## src/rtl/core/dwd_pkg.sv

```systemverilog
// Shared constants, types and table functions for the date difference block.
// Used by dwd_date_calc and date_difference_and_weekday; no dependencies.
`default_nettype none

package dwd_pkg;

  localparam int YEAR_W   = 14;
  localparam int MONTH_W  = 4;
  localparam int DAY_W    = 5;
  localparam int SERIAL_W = 22;
  localparam int WSUM_W   = 14;
  localparam int LEAP_W   = 12;
  localparam int Q100_W   = 7;
  localparam int WDAY_W   = 3;

  localparam int IN_DATA_W  = 48;
  localparam int OUT_DATA_W = 32;

  localparam logic [YEAR_W-1:0]  YEAR_MIN  = YEAR_W'(1);
  localparam logic [YEAR_W-1:0]  YEAR_MAX  = YEAR_W'(9999);
  localparam logic [MONTH_W-1:0] MONTH_MIN = MONTH_W'(1);
  localparam logic [MONTH_W-1:0] MONTH_MAX = MONTH_W'(12);
  localparam logic [MONTH_W-1:0] MONTH_FEB = MONTH_W'(2);
  localparam logic [DAY_W-1:0]   DAY_MIN   = DAY_W'(1);

  localparam logic [8:0]  DAYS_PER_YEAR = 9'd365;
  // floor(y / 100) == (y * 5243) >> 19 for y up to 9999
  localparam logic [12:0] RECIP_100     = 13'd5243;
  localparam int          SHIFT_100     = 19;
  // floor(w / 7) == (w * 9363) >> 16 for w below 12500
  localparam logic [13:0] RECIP_7       = 14'd9363;
  localparam int          SHIFT_7       = 16;

  typedef struct packed {
    logic ld2;
    logic ld3;
  } dwd_ctl_t;

  function automatic logic [8:0] days_before_month(input logic [MONTH_W-1:0] idx);
    logic [8:0] res;
    case (idx)
      4'd0:    res = 9'd0;
      4'd1:    res = 9'd31;
      4'd2:    res = 9'd59;
      4'd3:    res = 9'd90;
      4'd4:    res = 9'd120;
      4'd5:    res = 9'd151;
      4'd6:    res = 9'd181;
      4'd7:    res = 9'd212;
      4'd8:    res = 9'd243;
      4'd9:    res = 9'd273;
      4'd10:   res = 9'd304;
      4'd11:   res = 9'd334;
      default: res = 9'd0;
    endcase
    return res;
  endfunction

  function automatic logic [2:0] weekday_offset(input logic [MONTH_W-1:0] idx);
    logic [2:0] res;
    case (idx)
      4'd0:    res = 3'd0;
      4'd1:    res = 3'd3;
      4'd2:    res = 3'd2;
      4'd3:    res = 3'd5;
      4'd4:    res = 3'd0;
      4'd5:    res = 3'd3;
      4'd6:    res = 3'd5;
      4'd7:    res = 3'd1;
      4'd8:    res = 3'd4;
      4'd9:    res = 3'd6;
      4'd10:   res = 3'd2;
      4'd11:   res = 3'd4;
      default: res = 3'd0;
    endcase
    return res;
  endfunction

  // Remainder by 7 through a reciprocal multiply; q*7 is done as shift and subtract.
  function automatic logic [WDAY_W-1:0] mod7(input logic [WSUM_W-1:0] w);
    logic [2*WSUM_W-1:0] prod;
    logic [WSUM_W-1:0]   q;
    logic [WSUM_W-1:0]   r;
    prod = w * RECIP_7;
    q    = WSUM_W'(prod >> SHIFT_7);
    r    = w - ((q << 3) - q);
    return r[WDAY_W-1:0];
  endfunction

endpackage

`default_nettype wire

```

## src/rtl/core/date_difference_and_weekday.sv

```systemverilog
// Top level: days between two Gregorian dates and the weekday of each.
// Depends on dwd_pkg and dwd_date_calc (one instance per date).
//
//   channel  direction  tdata fields (low bit first)                    tuser
//   s_axis   in         first_year, first_month, first_day,             -
//                       second_year, second_month, second_day
//   m_axis   out        days_between, first_weekday, second_weekday     valid_res
//
// Four register stages: input, year split, serial sum, result. One word per cycle while
// the output is not stalled; a word passes the stages in order. The multiplies by the
// reciprocals of 100 and 7 and by 365 each sit alone in a stage.
// Reset clears the stage valid bits only. Each stage takes a new word when it is empty
// or its word moves on, so bubbles close up while the output is stalled.
`default_nettype none

module date_difference_and_weekday (
  input  wire                               clk,
  input  wire                               rst,
  input  wire                               s_axis_tvalid,
  output logic                              s_axis_tready,
  // [13:0] first_year, [17:14] first_month, [22:18] first_day, [36:23] second_year,
  // [40:37] second_month, [45:41] second_day, [47:46] zero
  input  wire  [dwd_pkg::IN_DATA_W-1:0]     s_axis_tdata,
  output logic                              m_axis_tvalid,
  input  wire                               m_axis_tready,
  // [21:0] days_between, [24:22] first_weekday, [27:25] second_weekday, [31:28] zero
  output logic [dwd_pkg::OUT_DATA_W-1:0]    m_axis_tdata,
  // [0] valid_res
  output logic                              m_axis_tuser
);
  import dwd_pkg::*;

  logic v1, v2, v3;
  logic rdy1, rdy2, rdy3, rdy4;
  dwd_ctl_t ctl;

  logic [YEAR_W-1:0]  yr_a, yr_b;
  logic [MONTH_W-1:0] mo_a, mo_b;
  logic [DAY_W-1:0]   dy_a, dy_b;

  logic [SERIAL_W-1:0] serial_a, serial_b;
  logic [WSUM_W-1:0]   wsum_a, wsum_b;
  logic                ok_a, ok_b;

  logic [SERIAL_W-1:0] diff_next;
  logic [WDAY_W-1:0]   wd_a_next, wd_b_next;
  logic                both_ok;

  logic [SERIAL_W-1:0] days_between;
  logic [WDAY_W-1:0]   first_weekday, second_weekday;
  logic                valid_res;

  // ready chain from the output back
  assign rdy4 = !m_axis_tvalid || m_axis_tready;
  assign rdy3 = !v3 || rdy4;
  assign rdy2 = !v2 || rdy3;
  assign rdy1 = !v1 || rdy2;
  assign s_axis_tready = rdy1;
  assign ctl.ld2 = rdy2;
  assign ctl.ld3 = rdy3;

  always_ff @(posedge clk) begin
    if (rst) begin
      v1            <= 1'b0;
      v2            <= 1'b0;
      v3            <= 1'b0;
      m_axis_tvalid <= 1'b0;
    end else begin
      if (rdy1) v1 <= s_axis_tvalid;
      if (rdy2) v2 <= v1;
      if (rdy3) v3 <= v2;
      if (rdy4) m_axis_tvalid <= v3;
    end
  end

  always_ff @(posedge clk) begin
    if (rdy1) begin
      yr_a <= s_axis_tdata[13:0];
      mo_a <= s_axis_tdata[17:14];
      dy_a <= s_axis_tdata[22:18];
      yr_b <= s_axis_tdata[36:23];
      mo_b <= s_axis_tdata[40:37];
      dy_b <= s_axis_tdata[45:41];
    end
  end

  dwd_date_calc u_first (
    .clk    (clk),
    .ctl    (ctl),
    .year   (yr_a),
    .month  (mo_a),
    .day    (dy_a),
    .serial (serial_a),
    .wsum   (wsum_a),
    .ok     (ok_a)
  );

  dwd_date_calc u_second (
    .clk    (clk),
    .ctl    (ctl),
    .year   (yr_b),
    .month  (mo_b),
    .day    (dy_b),
    .serial (serial_b),
    .wsum   (wsum_b),
    .ok     (ok_b)
  );

  // zero every field when either date is out of range
  always_comb begin
    both_ok   = ok_a && ok_b;
    diff_next = (serial_b >= serial_a) ? serial_b - serial_a : serial_a - serial_b;
    wd_a_next = mod7(wsum_a);
    wd_b_next = mod7(wsum_b);
    if (!both_ok) begin
      diff_next = '0;
      wd_a_next = '0;
      wd_b_next = '0;
    end
  end

  always_ff @(posedge clk) begin
    if (rdy4) begin
      days_between   <= diff_next;
      first_weekday  <= wd_a_next;
      second_weekday <= wd_b_next;
      valid_res      <= both_ok;
    end
  end

  assign m_axis_tdata = {(OUT_DATA_W - SERIAL_W - 2*WDAY_W)'(0),
                         second_weekday, first_weekday, days_between};
  assign m_axis_tuser = valid_res;

endmodule

`default_nettype wire

```

## src/rtl/core/dwd_date_calc.sv

```systemverilog
// Two-stage day serial and weekday sum for one date.
// Depends on dwd_pkg for tables, constants and the stage load struct.
`default_nettype none

module dwd_date_calc (
  input  wire                            clk,
  input  dwd_pkg::dwd_ctl_t              ctl,
  input  wire  [dwd_pkg::YEAR_W-1:0]     year,
  input  wire  [dwd_pkg::MONTH_W-1:0]    month,
  input  wire  [dwd_pkg::DAY_W-1:0]      day,
  output logic [dwd_pkg::SERIAL_W-1:0]   serial,
  output logic [dwd_pkg::WSUM_W-1:0]     wsum,
  output logic                           ok
);
  import dwd_pkg::*;

  // first stage: shifted year, year/100, month index
  logic [YEAR_W-1:0]      yy_next;
  logic [MONTH_W-1:0]     midx_next;
  logic [YEAR_W+12:0]     prod100;
  logic [Q100_W-1:0]      q100_next;
  logic                   ok_next;

  logic [YEAR_W-1:0]      yy;
  logic [MONTH_W-1:0]     midx;
  logic [Q100_W-1:0]      q100;
  logic [DAY_W-1:0]       dy;
  logic                   ok2;

  // second stage: leap count, serial, weekday sum
  logic [LEAP_W-1:0]      leap;
  logic [SERIAL_W-1:0]    serial_next;
  logic [WSUM_W-1:0]      wsum_next;

  always_comb begin
    ok_next   = (year >= YEAR_MIN) && (year <= YEAR_MAX) &&
                (month inside {[MONTH_MIN:MONTH_MAX]}) && (day >= DAY_MIN);
    yy_next   = (month <= MONTH_FEB) ? year - YEAR_W'(1) : year;
    midx_next = month - MONTH_W'(1);
    prod100   = yy_next * RECIP_100;
    q100_next = Q100_W'(prod100 >> SHIFT_100);
  end

  always_ff @(posedge clk) begin
    if (ctl.ld2) begin
      yy   <= yy_next;
      midx <= midx_next;
      q100 <= q100_next;
      dy   <= day;
      ok2  <= ok_next;
    end
  end

  always_comb begin
    leap = LEAP_W'(yy >> 2) - LEAP_W'(q100) + LEAP_W'(q100 >> 2);
    serial_next = SERIAL_W'(yy) * SERIAL_W'(DAYS_PER_YEAR) + SERIAL_W'(leap) +
                  SERIAL_W'(days_before_month(midx)) + SERIAL_W'(dy);
    wsum_next   = yy + WSUM_W'(leap) + WSUM_W'(weekday_offset(midx)) + WSUM_W'(dy);
  end

  always_ff @(posedge clk) begin
    if (ctl.ld3) begin
      serial <= serial_next;
      wsum   <= wsum_next;
      ok     <= ok2;
    end
  end

endmodule

`default_nettype wire

```

## config.mk

```make
export PLATFORM = sky130hd
export DESIGN_NAME = date_difference_and_weekday
export DESIGN_NICKNAME = d
export VERILOG_FILES = /design/src/rtl/core/dwd_pkg.sv /design/src/rtl/core/date_difference_and_weekday.sv /design/src/rtl/core/dwd_date_calc.sv
export SDC_FILE = /design/constraint.sdc
export NUM_CORES = 2
export LEC_CHECK = 0
export BUFFER_PORTS_ARGS = -buffer_cell sky130_fd_sc_hd__clkbuf_2
export CAP_MARGIN = 20
export CORE_ASPECT_RATIO = 0.75
export CORE_MARGIN = 2
export CORE_UTILIZATION = 25
export CTS_BUF_LIST = sky130_fd_sc_hd__clkbuf_8
export CTS_CLUSTER_DIAMETER = 100
export DETAILED_ROUTE_END_ITERATION = 8
export PLACE_DENSITY_LB_ADDON = 0.05
export SLEW_MARGIN = 20
export SYNTH_ARGS = -nofsm -noshare
export SYNTH_HDL_FRONTEND = slang
export SYNTH_SLANG_ARGS = --single-unit
```

## constraint.sdc

```tcl
create_clock -name clk -period 8.67 [get_ports clk]
set_clock_uncertainty 0.1 [all_clocks]
set_input_delay 0.867 -clock clk [delete_from_list [all_inputs] [get_ports clk]]
set_output_delay 0.867 -clock clk [all_outputs]
set_load 0.005 [all_outputs]
```

==> out/metrics.cfg <==
[status]
status = finished, final reports clean

[global_route]
grt_max_degree = 83
first_global_vias = 21300
antenna_found_initial = 4
grt_pass1_wl_um = 126000
grt_overflow = 0
grt_use_total_pct = 13.2

[cts]
clk_pin_slew_worst_paths_ps = 60
htreeDepth = 2
cts_tree = built
numCtsBuffers = 50
cts_sinks = 239
clk_path_buf_depth = 3
post_cts_buffers = 0
holdBufCountCts = 0
post_cts_resized = 0
clk-insertion-delay-late_ps = 730
root_buffer = clkbuf_8

[worst_setup_path]
worstSetupPathType = reg -> reg
cp-start-kind = register
max_stage_delay_ps = 550
crit_path_frequent_cell = fa_1
endpoint_kind = register
critPathRequiredTime_ps = 9040
cp_cell_sequence = a211oi_2, nand2_1, or2_2, nor4_2, nand3b_1, xor2_1, inv_1, ha_1, fa_1, fa_1, fa_1, inv_1, fa_1, inv_1, ha_1, a21o_1, a21o_1, a21oi_1, o21ai_0, a211oi_1, o21ai_0, a31o_2, a21oi_1, xnor2_1
arrival_ps = 7900
crit_fanout = 7
slowest_stage = fa_1

[logic_synthesis]
synth-edff-count = 211
synth-seq-cells = 239
synth_top_cells_by_area = ha_1, fa_1, edfxtp_1
synth_ff_type = edfxtp_1
netlist.area_leader.share_pct = 24.5
syn-instance-count = 2992
syn_area_per_cell_um2 = 10.2
synthArstFlopShare_pct = 0
netlist_area_um2 = 30400
yosysTopAreaCell = ha_1
ys_seq_area_share_pct = 22.7
yosys.cell_types.count = 78
ys.warnings.count = 0

[finish]
nNetsFinal = 4097
syn_to_final_growth_pct = 11.5
drive_gt1_share_pct = 6.18

[sta]
worst_pin_slew_ps = 1080
slew_viol_final = 0
clock.fmax_mhz = 133
rsz0062_at_grt = false
tns_ps = 0
hold_violations = 0
fin_crit_ps = 7530
maxSlewHeadroom_pct = 27.9
setup_ws_ps = 1140
setup_viol = 0
period_share_pct = 86.8

[drt]
vias_per_cell = 4.16
routed_wl_um = 79500
drt-initial-drc-count = 909
via_count = 19900
drtAntennaViolNets = 0
drc = 0
wire_per_inst_um = 16.6
dr.pass1.iters = 5

[min_path]
min_path_type = in -> reg

[floorplan]
coreArea_um2 = 120000
dieArea_um2 = 125000
fp.dieH_um = 306
io_pins = 87
initial_core_util_pct = 25.3
fp.dieW_um = 407
std_cell_rows = 110

[placed_design]
io_buffers = 80
dp_hpwl_um = 68100
dp_slack_ps = 1040
routabilityCongestion = 0.832

[flow_run]
drv_cap = 0

-- layout by cell type, fill, tap and decap left out, drive strengths merged, types with 8 or more instances in the layout --
master     n
nand4     14
mux2i     17
nand2b    18
buf       12
xnor2    136
edfxtp   211
and3      18
or3        9
xor2      34
a211oi    16
nor3      31
o21ai     78
o21a      25
dfxtp     28
a21o      41
clkinv    21
a31oi     10
nor2b     21
clkbuf   135
nand2     97
ha       596
inv      822
nor4       8
o211ai    10
nor2     124
o21bai    22
a21oi    117
o2111ai    8
a21boi     9
fa       335
nand3     36
-- through the flow --
step                      instances  hold WS [ps]  cell area (um^2)  utilization, %
after floorplan                2995           300             30400               -
after global placement         4685           337             32900            27.3
after detailed placement       4685           328             32900            27.3
after CTS                      4778          94.9             33900            28.2
after global routing           4780           129             33900            28.2
final                          4780           215             33900            28.2
-- per-layer routing --
layer,vias to the layer above,global-route usage (%),share of wire [%]
met2,260,17.8,38
met5,-,0,0
li1,9962,-,-
met1,9567,21.4,57
met4,0,2.82,1.5
met3,73,2.04,3.7
-- layout make-up --
cell class / instances / area (um^2)
inverters: 810 / 3040
well taps: 1624 / 2030
fillers: 12700 / 86500
flip-flops and latches: 239 / 6900
clock inverters: 39 / 324
repair buffers: 93 / 502
diodes: 1 / 2.50
multi-input cells: 1920 / 20400
clock buffers: 54 / 743
-- cells by family (layout without fill, tap and decap cells) --
kind of cell / count (synthesis) / count (layout) / share of synthesized area [%]
multiplexers: 19 / 19 / 0.633
other: 1 / 5 / 0.0123
flip-flops: 239 / 239 / 22.7
adder cells (fa/ha/maj): 931 / 931 / 46.5
buffers and inverters: 836 / 996 / 10.4
AO/OA/AOI/OAI: 390 / 390 / 8.44
AND/OR/NAND/NOR: 406 / 406 / 6.43
XOR/XNOR: 170 / 170 / 4.89
-- worst paths after layout --
kind | startpoint | endpoint | slack, ps | cells after the start
setup / recovery | mo_b[0] | u_second.q100[6] | 1140 | 24
hold / removal | s_axis_tdata[44] | dy_b[3] | 220 | 1
setup reg to reg | mo_b[0] | u_second.q100[6] | 1140 | 24
hold reg to reg | dy_b[0] | u_second.dy[0] | 340 | 0
-- worst max-delay path: cells and delay by family, from the launching register on --
family | cells | cell delay, ps
adders and majority gates | 6 | 2610
AOI/OAI and AO/OA | 9 | 2240
and+or+nand+nor | 4 | 1030
xor gates and xnor gates | 2 | 470
DFF | 1 | 460
buffers and inverters | 3 | 380
-- cell usage after synthesis (14+ instances only) --
| library cell | instances |
|---|---|
| a21o_1 | 41 |
| inv_1 | 808 |
| nand4_1 | 14 |
| nand2_1 | 96 |
| nor2_1 | 124 |
| xnor2_1 | 136 |
| a211oi_1 | 15 |
| dfxtp_1 | 28 |
| mux2i_1 | 17 |
| xor2_1 | 34 |
| edfxtp_1 | 211 |
| o21a_1 | 25 |
| and3_1 | 18 |
| ha_1 | 596 |
| nand2b_1 | 18 |
| nor3_1 | 30 |
| clkbuf_1 | 18 |
| a21oi_1 | 116 |
| o21ai_0 | 71 |
| nor2b_1 | 21 |
| fa_1 | 335 |
| o21bai_1 | 22 |
| nand3_1 | 36 |
Power is left out: the tool's default activity adds up to more than one toggle a clock period on the data nets, which glitch-free logic cannot reach.
